==> src/sv/sps_pkg.sv <==
// Shared constants, register codes and controller/datapath interface types.
`default_nettype none

package sps_pkg;

   localparam int SPS_STACK_DEPTH = 64;
   localparam int SPS_MAX_LENGTH  = 1024;

   localparam int LEN_W      = 11;
   localparam int CAP_W      = 7;
   localparam int CSR_IDX_W  = 1;
   localparam int CSR_DATA_W = 11;

   localparam logic [LEN_W-1:0] LEN_RESET = 11'd1024;
   localparam logic [CAP_W-1:0] CAP_RESET = 7'd64;

   typedef enum logic [CSR_IDX_W-1:0] {
      CSR_SEQUENCE_LENGTH = 1'b0,
      CSR_STACK_CAPACITY  = 1'b1
   } csr_index_type;

   typedef struct packed {
      logic accept;
      logic set_fail;
      logic pop;
      logic push;
      logic advance;
      logic count_item;
      logic emit;
   } sps_cmd_type;

   typedef struct packed {
      logic failed;
      logic bad;
      logic top_hit;
      logic need_push;
      logic last_push;
      logic last_item;
      logic out_free;
   } sps_status_type;

endpackage

`default_nettype wire

==> src/sv/sps_datapath.sv <==
// Datapath: configuration registers, stack memory, sequence counters and result register.
`default_nettype none

module sps_datapath
   import sps_pkg::*;
#(
   parameter int STACK_DEPTH = SPS_STACK_DEPTH,
   parameter int MAX_LENGTH  = SPS_MAX_LENGTH
) (
   input  wire logic                  clock,
   input  wire logic                  reset,
   input  wire logic                  csr_write_enable,
   input  wire logic [CSR_IDX_W-1:0]  csr_index,
   input  wire logic [CSR_DATA_W-1:0] csr_write_data,
   input  wire logic [LEN_W-1:0]      req_pop_value,
   input  wire logic                  rsp_ready,
   output logic                       rsp_valid,
   output logic                       rsp_sequence_valid,
   input  wire sps_cmd_type           cmd,
   output sps_status_type             status
);

   localparam int CNT_W   = $clog2(STACK_DEPTH + 1);
   localparam int ADDR_W  = (STACK_DEPTH > 1) ? $clog2(STACK_DEPTH) : 1;
   localparam int NUM_W   = LEN_W + 1;
   localparam int ITEM_W  = LEN_W + 1;
   localparam int SUM_W   = ((CNT_W > NUM_W) ? CNT_W : NUM_W) + 1;
   localparam int ENTRY_W = (MAX_LENGTH > (1 << LEN_W)) ? LEN_W :
                            ((MAX_LENGTH > 1) ? $clog2(MAX_LENGTH) : 1);

   logic [LEN_W-1:0]   length_ff, length_in;
   logic [CAP_W-1:0]   capacity_ff, capacity_in;
   logic [LEN_W-1:0]   value_ff;
   logic [CNT_W-1:0]   count_ff, count_in;
   logic [NUM_W-1:0]   next_ff, next_in;
   logic [LEN_W-1:0]   items_ff, items_in;
   logic               failed_ff, failed_in;
   logic               rsp_valid_ff, rsp_valid_in;
   logic               rsp_data_ff;
   logic [ENTRY_W-1:0] rd_data_ff;
   logic [ENTRY_W-1:0] stack_mem [STACK_DEPTH];

   logic [LEN_W-1:0]  n_eff;
   logic [SUM_W-1:0]  k_eff;
   logic [SUM_W-1:0]  peak;
   logic [CNT_W-1:0]  count_dec;
   logic [ADDR_W-1:0] rd_addr;
   logic [ADDR_W-1:0] wr_addr;
   logic              out_of_range;
   logic              top_match;
   logic              buried;
   logic              over_cap;

   always_comb begin
      if (length_ff == '0) begin
         n_eff = LEN_W'(1);
      end else if (int'(length_ff) > MAX_LENGTH) begin
         n_eff = LEN_W'(MAX_LENGTH);
      end else begin
         n_eff = length_ff;
      end
      if (int'(capacity_ff) > STACK_DEPTH) begin
         k_eff = SUM_W'(STACK_DEPTH);
      end else begin
         k_eff = SUM_W'(capacity_ff);
      end
   end

   assign count_dec = count_ff - CNT_W'(1);
   assign rd_addr   = count_dec[ADDR_W-1:0];
   assign wr_addr   = count_ff[ADDR_W-1:0];

   assign out_of_range = (value_ff == '0) || (value_ff > n_eff);
   assign top_match    = (count_ff != '0) && (LEN_W'(rd_data_ff) == value_ff);
   assign buried       = NUM_W'(value_ff) < next_ff;
   assign peak         = SUM_W'(count_ff) + SUM_W'(value_ff) + SUM_W'(1) - SUM_W'(next_ff);
   assign over_cap     = peak > k_eff;

   always_comb begin
      status.failed    = failed_ff;
      status.bad       = out_of_range || (!top_match && (buried || over_cap));
      status.top_hit   = !out_of_range && top_match;
      status.need_push = next_ff < NUM_W'(value_ff);
      status.last_push = (next_ff + NUM_W'(1)) >= NUM_W'(value_ff);
      status.last_item = (ITEM_W'(items_ff) + ITEM_W'(1)) >= ITEM_W'(n_eff);
      status.out_free  = !rsp_valid_ff || rsp_ready;
   end

   always_comb begin
      length_in   = length_ff;
      capacity_in = capacity_ff;
      if (csr_write_enable) begin
         unique case (csr_index_type'(csr_index))
            CSR_SEQUENCE_LENGTH: length_in   = csr_write_data[LEN_W-1:0];
            CSR_STACK_CAPACITY:  capacity_in = csr_write_data[CAP_W-1:0];
         endcase
      end

      count_in = count_ff;
      next_in  = next_ff;
      items_in = items_ff;
      failed_in = failed_ff;
      if (cmd.emit) begin
         count_in  = '0;
         next_in   = NUM_W'(1);
         items_in  = '0;
         failed_in = 1'b0;
      end else begin
         if (cmd.pop) begin
            count_in = count_dec;
         end else if (cmd.push) begin
            count_in = count_ff + CNT_W'(1);
         end
         if (cmd.advance) begin
            next_in = NUM_W'(value_ff) + NUM_W'(1);
         end else if (cmd.push) begin
            next_in = next_ff + NUM_W'(1);
         end
         if (cmd.count_item) begin
            items_in = items_ff + LEN_W'(1);
         end
         if (cmd.set_fail) begin
            failed_in = 1'b1;
         end
      end

      rsp_valid_in = rsp_valid_ff;
      if (cmd.emit) begin
         rsp_valid_in = 1'b1;
      end else if (rsp_valid_ff && rsp_ready) begin
         rsp_valid_in = 1'b0;
      end
   end

   always_ff @(posedge clock) begin
      if (reset) begin
         length_ff    <= LEN_RESET;
         capacity_ff  <= CAP_RESET;
         count_ff     <= '0;
         next_ff      <= NUM_W'(1);
         items_ff     <= '0;
         failed_ff    <= 1'b0;
         rsp_valid_ff <= 1'b0;
      end else begin
         length_ff    <= length_in;
         capacity_ff  <= capacity_in;
         count_ff     <= count_in;
         next_ff      <= next_in;
         items_ff     <= items_in;
         failed_ff    <= failed_in;
         rsp_valid_ff <= rsp_valid_in;
      end
   end

   always_ff @(posedge clock) begin
      if (cmd.accept) begin
         value_ff <= req_pop_value;
      end
      if (cmd.emit) begin
         rsp_data_ff <= !failed_ff;
      end
   end

   always_ff @(posedge clock) begin
      if (cmd.push) begin
         stack_mem[wr_addr] <= next_ff[ENTRY_W-1:0];
      end
      rd_data_ff <= stack_mem[rd_addr];
   end

   assign rsp_valid          = rsp_valid_ff;
   assign rsp_sequence_valid = rsp_data_ff;

endmodule

`default_nettype wire

==> config.mk <==
export PLATFORM = sky130hd
export DESIGN_NAME = sps_datapath
export DESIGN_NICKNAME = d
export VERILOG_FILES = /design/src/sv/sps_pkg.sv /design/src/sv/sps_datapath.sv
export SDC_FILE = /design/constraint.sdc
export NUM_CORES = 1
export LEC_CHECK = 0
export BUFFER_PORTS_ARGS = -buffer_cell sky130_fd_sc_hd__buf_2
export CAP_MARGIN = 20
export CORE_MARGIN = 10
export CORE_UTILIZATION = 60
export DETAILED_ROUTE_END_ITERATION = 8
export PLACE_DENSITY = 0.76
export SYNTH_ARGS = -nofsm -noshare
export SYNTH_HDL_FRONTEND = slang
export SYNTH_SLANG_ARGS = --single-unit
==> constraint.sdc <==
create_clock -name clock -period 5.2 [get_ports clock]
set_input_delay 0.26 -clock clock [delete_from_list [all_inputs] [get_ports clock]]
set_output_delay 0.26 -clock clock [all_outputs]
set_load 0.05 [all_outputs]
After elaboration in Yosys (flattened, before gate mapping)

Memory sizes are Yosys's and may differ from the RTL's. A register that Yosys moved wholly into a read port is not among the register bits.
Index checks and enable logic that the tools add are counted.

Flip-flop bits (word level): 62
Bits in latches: 0
Memory bits (writable): 640
ROM bits: 0
Bits of input ports: 34
Output and inout bits: 9
Word-level logic and storage cells: 61
Memories: 1

Add/sub/neg operators: 9
$mul: 0
Div/mod/pow operators: 0
Order comparisons: 8
Equal/unequal tests: 1
Shifts and indexed selects: 0
Multiplexer cells: 11
Bitwise gates (word level): 1
Reductions and logical operators: 21

Memory list:

| name      | words | width | rd ports | clocked after memory_dff | wr ports | line               | source |
|---|---|---|---|---|---|---|---|
| stack_mem | 64    | 10    | 1        | 1                        | 1        | sps_datapath.sv:41 | `logic [ENTRY_W-1:0] stack_mem [STACK_DEPTH];` |

Operators with widths:

| cell                  | number |
|---|---|
| $add 11x1->12 const B | 2 |
| $ge 12x11->1          | 2 |
| $mux 12               | 2 |
| $logic_not 11->1      | 2 |
| $mux 11               | 2 |
| $mux 7                | 3 |
| $add 12x1->13 const B | 1 |
| $gt 13x13->1          | 1 |
| $sub 13x12->13        | 1 |
| $add 12x1->12 const B | 1 |
| $add 7x11->12         | 1 |
| $lt 11x12->1          | 1 |
| $lt 12x11->1          | 1 |
| $add 11x1->11 const B | 1 |
| $eq 10x11->1          | 1 |
| $gt 11x11->1          | 1 |
| $gt 11x11->1 const B  | 1 |
| $add 7x1->7 const B   | 1 |
| $gt 7x7->1 const B    | 1 |
| $reduce_bool 7->1     | 1 |
| $sub 7x1->7 const B   | 1 |
| $reduce_bool 2->1     | 3 |
| $logic_and 1x1->1     | 4 |
| $logic_not 1->1       | 4 |
| other kinds (5)       | 12 |

Longest topological paths before layout

Gate-level depths: netlist (run 1).

Depth in word-level cells: 7
Gate-level depth with buffers: 20
Gate-level depth less buffers: 16

Least setup slack after synthesis (run 1)

Ideal clock, no wire load.

Path kind: register -> output
Start point: register next_ff[2]
End point: output status[5] (netlist name)
Data arrival time: 4.221 ns
Required time: 4.940 ns
Setup slack: 0.719 ns
Cell stages (with the launch flop): 15
Buffers on the path: 0
Cell sequence: dfxtp_1 fa_1 inv_1 ha_1 nor2b_1 o21ai_0 nand3_1 xor2_1 ha_1 nand4_1 a21oi_1 o22ai_1 nand4b_1 nor4_1 o21bai_1

RTL lines:

| element                | line                | source |
|---|---|---|
| start, declared        | sps_datapath.sv:35  | `logic [NUM_W-1:0] next_ff, next_in;` |
| start signal, assigned | sps_datapath.sv:148 | `next_ff <= next_in;` |
| end, declared          | sps_datapath.sv:20  | `output sps_status_type status` |

==> results of run 1 <==
## worst min-delay path by stage
stage	cells past startpoint	end	slack (ns)
2_1_floorplan	0	value_ff[0]	0.36
3_3_place_gp	1	value_ff[8]	0.44
3_5_place_dp	1	value_ff[7]	0.44
4_1_cts	3	capacity_ff[2]	0.003
5_1_grt	3	capacity_ff[4]	0.05
6_report	3	capacity_ff[2]	0.03
## worst register-to-register path, cell delays in order, from the launching register on
cell and delay (ns):
dfxtp_4 0.34, buf_4 0.72, buf_4 0.81, mux4_2 0.60
and2_1 0.18, a211oi_1 0.46, a311oi_1 0.12, nor3_1 0.29
a21oi_1 0.08
## stage by stage
step,total power [mW],hold slack [ns],util
2_1_floorplan,7.479,0.3589,-
3_3_place_gp,7.892,0.4386,0.6250
3_5_place_dp,7.920,0.4389,0.6250
4_1_cts,13.05,0.002525,0.6778
5_1_grt,13.39,0.04818,0.6778
6_report,12.99,0.03373,0.6779
## final cells by class
class	count	area [um2]	share of cell area
sequential	712	20800	0.6127
multi-input combinational	925	8937	0.2633
clock buffer	88	1936	0.05703
tap	672	840.8	0.02477
timing repair buffer	107	835.8	0.02463
clock inverter	37	404.1	0.01191
inverter	49	187.7	0.005530
antenna	1	2.502	0.00007373
## metal layers
layer  track usage  vias to the layer above
met5             0                        -
met4       0.08676                        0
met3       0.04409                      129
met2        0.3561                      818
met1        0.3194                     8408
li1              -                     7142
## power breakdown
group | internal, mW | leakage, nW | switching, mW
sequential | 6.32 | 6.66 | 0.0526
combinational | 0.582 | 3.85 | 0.889
clock | 3.04 | 1.14 | 2.11
## cell usage after synthesis, drive strengths merged, types with 2 or more instances
master / instances
ha: 75
nand4b: 2
and3: 16
nor3b: 3
a211oi: 29
o21bai: 4
o211ai: 4
a221oi: 2
nand4: 15
nand2b: 6
inv: 48
xnor2: 43
mux4: 170
edfxtp: 652
nor3: 17
nand3: 30
o21ai: 28
mux2i: 55
buf: 42
dfxtp: 60
and2: 12
fa: 7
nor4: 11
clkbuf: 42
a31oi: 6
a21oi: 56
nor2: 112
o21a: 2
a21boi: 3
xor2: 33
a21o: 13
nor2b: 10
a311oi: 11
a211o: 2
o22ai: 3
nand2: 135
## state kept, by name, indices dropped and copies added (netlist names)
register	flops
failed_ff	1
value_ff	11
rsp_sequence_valid	1
length_ff	11
rsp_valid	1
items_ff	11
capacity_ff	7
count_ff	7
rd_data_ff	10
next_ff	12
stack_mem	640
## what timing repair did
| action | 4_1_cts | 5_1_grt |
|---|---|---|
| endpoints found under the setup margin | 0 | 1 |
| hold buffers | 30 | 0 |
| endpoints found under the hold margin | 33 | 0 |
| gates resized for setup | 0 | 1 |
## logic make-up (layout without fill, tap and decap cells)
group                      Yosys count  count (layout)  share of synthesized area
buffers and inverters              133             281                    0.02028
and+or+nand+nor                    374             374                    0.05593
muxes                              225             225                     0.1446
xor gates and xnor gates            76              76                    0.02247
other                                0               1                          0
AOI/OAI and AO/OA                  168             168                    0.03519
DFF                                712             712                     0.6860
adders and majority gates           82              82                    0.03560
==> results.cfg, run 1 <==
[outcome]
status = finished clean

[sta]
fin_ws_ns = 0.1972
skew_ns = 0.01716
setup_violations = 0
hold_violations = 0
layout_min_cycle_time_ns = 5.003
final_max_slew_viol_count = 0
finalSetupTns_ns = 0
slew_headroom = 0.2673
rsz0062_at_grt = false
fmax_ghz = 0.1999
worstMarginPinSlew_ns = 1.095
finalCritPeriodShare = 0.9621

[floorplan]
die_h_um = 244.7
die_x_um = 244.7
die-area_um2 = 59880
row_count = 82
core_um2 = 50070
ioPinCount = 43
initial_utilization = 0.6050

[cts]
cts_setup_buffers = 0
cts_tree = yes
ctsLongestPathBuffers = 3
htree_num_levels = 3
cts_root_buf = clkbuf_16
worstSkewPairLatency_ns = 0.61
clock-sinks = 712
cts_buffers = 71
path_clk_slew_ns = 0.06

[critical_path]
cp_max_fo = 8
endpoint = status[5]
critPathKind = reg -> out
reg2reg_slack_ns = 1.48
cp-end-kind = primary output
crit_slowest_cell = dfxtp_1
required_ns = 4.94
path_depth = 16
r2r.worst_path.cells = 8
cp_num_buf_inv = 3
crit_family = adder cells
worstPathCellList = clkinvlp_4, fa_1, inv_1, ha_1, and3_1, o21ai_0, nand3_1, xor2_1, ha_1, a21oi_1, o21ai_0, o22ai_1, nand4b_1, nor4_1, o21bai_1, buf_2
critPathMaxStageDelay_ns = 0.58
cp_data_arrival_time_ns = 4.74
cp-start-kind = register
startpoint = count_ff[5]
reg2reg_to = rd_data_ff[2]
reg2reg_from = count_ff[0]

[logic_synthesis]
yosysTopAreaCell = edfxtp_1
synthTopCellsByArea = edfxtp_1, mux4_2, dfxtp_1
syn_inst = 1770
synth-edff-count = 652
dominantRegCellSynth = edfxtp_1
synthesis.nets = 1886
synthArstFlopShare = 0
ys_warn_count = 0
avgSynthCellArea_um2 = 17.11
ys_ff_latch = 712
syn-cell-area_um2 = 30290
ys_seq_area_frac = 0.6860
synth_cell_types = 53
synth.top_cell.area_share = 0.6463

[grt]
grt_remaining_overflow = 0
antenna_found_initial = 1
grt_pass1_wl_um = 103300
grt_pass1_vias = 16530
grt_usage = 0.2289
grt_max_degree = 86

[final_layout]
area_delta_synth_final_pct = 12.04
layout_commonest_cell = edfxtp_1
stdcell_area_um2 = 33940
final_cell_mix = edfxtp_1, mux4_2, nand2_1
fin_nets = 1982
fillCellCount = 3204
drive_gt1_frac = 0.1908
instances_no_fill = 2591

[place]
hpwl_um = 39980
dp_cells = 2435
dpl_cell_area_um2 = 31290
pre_cts_ws_ns = 0.9351
io_buffers = 42
place_congestion = 0.8685

[detailed_routing]
wire_per_inst_um = 26.31
wl_met1_um = 27130
dr_wl_met2_um = 32640
route.detailed.drc = 0
dr.pass1.iters = 5
drt_iter0_drc = 1840
antenna_left = 0
drt_wl_total_um = 68160
top_layer_used = met4
avgViaCountPerCell = 6.367
vias = 16500
wl_met3_um = 6250

[min_path]
hold_class = in -> reg
min-delay-start = csr_write_enable

[power_and_ir_drop]
pwr_density_cell_nw_per_um2 = 382.9
vdd_drop_max_v = 0.0002450
p_leak_nw = 11.65

[flow_run]
max_cap_violations = 0
(Power assumes the default switching activity.)
==> run 2, diff against run 1 <==
--- a/config.mk
+++ b/config.mk
@@ -7,8 +7,10 @@
 export LEC_CHECK = 0
 export BUFFER_PORTS_ARGS = -buffer_cell sky130_fd_sc_hd__buf_2
 export CAP_MARGIN = 20
+export CORE_ASPECT_RATIO = 0.5
 export CORE_MARGIN = 10
 export CORE_UTILIZATION = 60
+export CTS_CLUSTER_DIAMETER = 30
 export DETAILED_ROUTE_END_ITERATION = 8
 export PLACE_DENSITY = 0.76
 export SYNTH_ARGS = -nofsm -noshare
==> run 2 against run 1 <==
Effect of this change: sequential cell count unchanged; clock skew increased by 0.026 ns; maximum frequency grew 1.9%; non-clock buffer count is 14 higher; clock power grew 23%; die area rose by 0.91%.
==> results.cfg, run 2 (synthesized netlist as in run 1, its figures left out) <==
[power_and_ir_drop]
vdd_drop_max_v = 0.0002864
p_leak_nw = 12.10
pwr_density_cell_nw_per_um2 = 409.5

[critical_path]
cp_data_arrival_time_ns = 4.65
cp_max_fo = 7
critPathKind = reg -> out
worstPathCellList = inv_1, fa_1, inv_1, ha_1, nor2b_1, o21ai_0, nand3_1, xor2_1, ha_1, a21oi_1, o21ai_0, o22ai_1, nand4b_1, nor4_2, buf_4, o21bai_1, buf_2
startpoint = value_ff[2]
reg2reg_from = count_ff[1]
required_ns = 4.94
cp-start-kind = register
crit_slowest_cell = fa_1
critPathMaxStageDelay_ns = 0.56
cp-end-kind = primary output
r2r.worst_path.cells = 9

[floorplan]
die_x_um = 337.8
row_count = 58
core_um2 = 50070
initial_utilization = 0.6050
ioPinCount = 43
die-area_um2 = 60420
die_h_um = 178.9

[sta]
setup_violations = 0
final_max_slew_viol_count = 0
finalCritPeriodShare = 0.9437
fmax_ghz = 0.2038
timing.hold.ws_ns = 0.01837
skew_ns = 0.04332
hold_violations = 0
slew_headroom = 0.2705
layout_min_cycle_time_ns = 4.907
worstMarginPinSlew_ns = 1.090
rsz0062_at_grt = false
finalSetupTns_ns = 0

[final_layout]
antenna_cells = 0
top_register = stack_mem
reg_top3 = stack_mem: 640 flops, next_ff: 12 flops
final_util = 0.6948
fillCellCount = 2990
stdcell_area_um2 = 34790
largest_reg_flops = 640
area_delta_synth_final_pct = 14.85
fin_nets = 2013
instances_no_fill = 2633
final_cell_mix = edfxtp_1, mux4_2, nand2_1
layout_commonest_cell = edfxtp_1
drive_gt1_frac = 0.2230

[cts]
cts_root_buf = clkbuf_16
cts_tree = yes
cts_buffers = 88
clock-sinks = 712
ctsLongestPathBuffers = 3
path_clk_slew_ns = 0.06
htree_num_levels = 3
worstSkewPairLatency_ns = 0.65

[grt]
grt_usage = 0.2480
grt_pass1_wl_um = 111300
grt_remaining_overflow = 0
antenna_found_initial = 2
grt_max_degree = 111
grt_pass1_vias = 17280

[detailed_routing]
avgViaCountPerCell = 6.575
vias = 17310
drt_iter0_drc = 2364
route.detailed.drc = 0
wire_per_inst_um = 28.11
antenna_left = 0
dr.pass1.iters = 5
drt_wl_total_um = 74020

[min_path]
min_delay_path_depth = 2
min-delay-start = cmd[4]
hold_class = in -> reg

[place]
hpwl_um = 41930
dpl_cell_area_um2 = 31360
place_congestion = 0.9025
dp_cells = 2434
io_buffers = 42

[flow_run]
max_cap_violations = 0

[outcome]
status = finished clean
==> run 2: stage by stage <==
step / setup slack, ns / power (mW)
CTS: 0.1694 / 14.25
detailed placement: 0.8308 / 7.956
finish: 0.2925 / 14.25
global route: 0.003389 / 14.64
global placement: 0.9321 / 7.940
floorplan: 0.7195 / 7.479
==> run 2: repair_timing <==
action | in CTS | in global routing
resized for setup | 0 | 3
hold buffers | 28 | 0
setup endpoints to repair | 0 | 1
hold endpoints to repair | 32 | 0
setup buffers | 0 | 2
==> run 2: per-layer routing <==
layer / vias up / global-route usage / share of wire / wire, um
met2: 1069 / 0.3855 / 0.46 / 34390
met3: 162 / 0.06754 / 0.11 / 8408
met4: 4 / 0.07813 / 0.028 / 2080
met1: 8838 / 0.3422 / 0.39 / 29130
li1: 7239 / - / - / -
met5: - / 0 / 0.00024 / 18
==> run 2: final timing paths <==
kind | slack, ns | to
worst max-delay path | 0.29 | status[5]
worst min-delay path | 0.02 | count_ff[5]
worst max register to register | 1.43 | rd_data_ff[6]
worst min register to register | 0.46 | capacity_ff[0]
==> run 2: layout make-up <==
type / instances / area [um2] / share of cell area
clock buffers: 93 / 2242 / 0.06445
clock inverters: 73 / 858.3 / 0.02467
inverters: 49 / 187.7 / 0.005395
multi-input cells: 925 / 8944 / 0.2571
flip-flops and latches: 712 / 20800 / 0.5978
well taps: 660 / 825.8 / 0.02374
repair buffers: 121 / 935.9 / 0.02690
==> run 2: critical path, delay by kind of cell (launching register included) <==
kind / cells / cell delay (ns)
AOI/OAI and AO/OA: 5 / 0.75
adders and majority gates: 3 / 1.21
and+or+nand+nor: 4 / 0.79
buffers and inverters: 4 / 0.62
DFF: 1 / 0.48
xor gates and xnor gates: 1 / 0.16
==> run 2: power by group <==
group	total, mW	leakage (nW)	switching, mW	internal, mW
logic	1.50	3.93	0.915	0.585
clock network	6.34	1.51	2.73	3.61
registers	6.41	6.66	0.0892	6.32
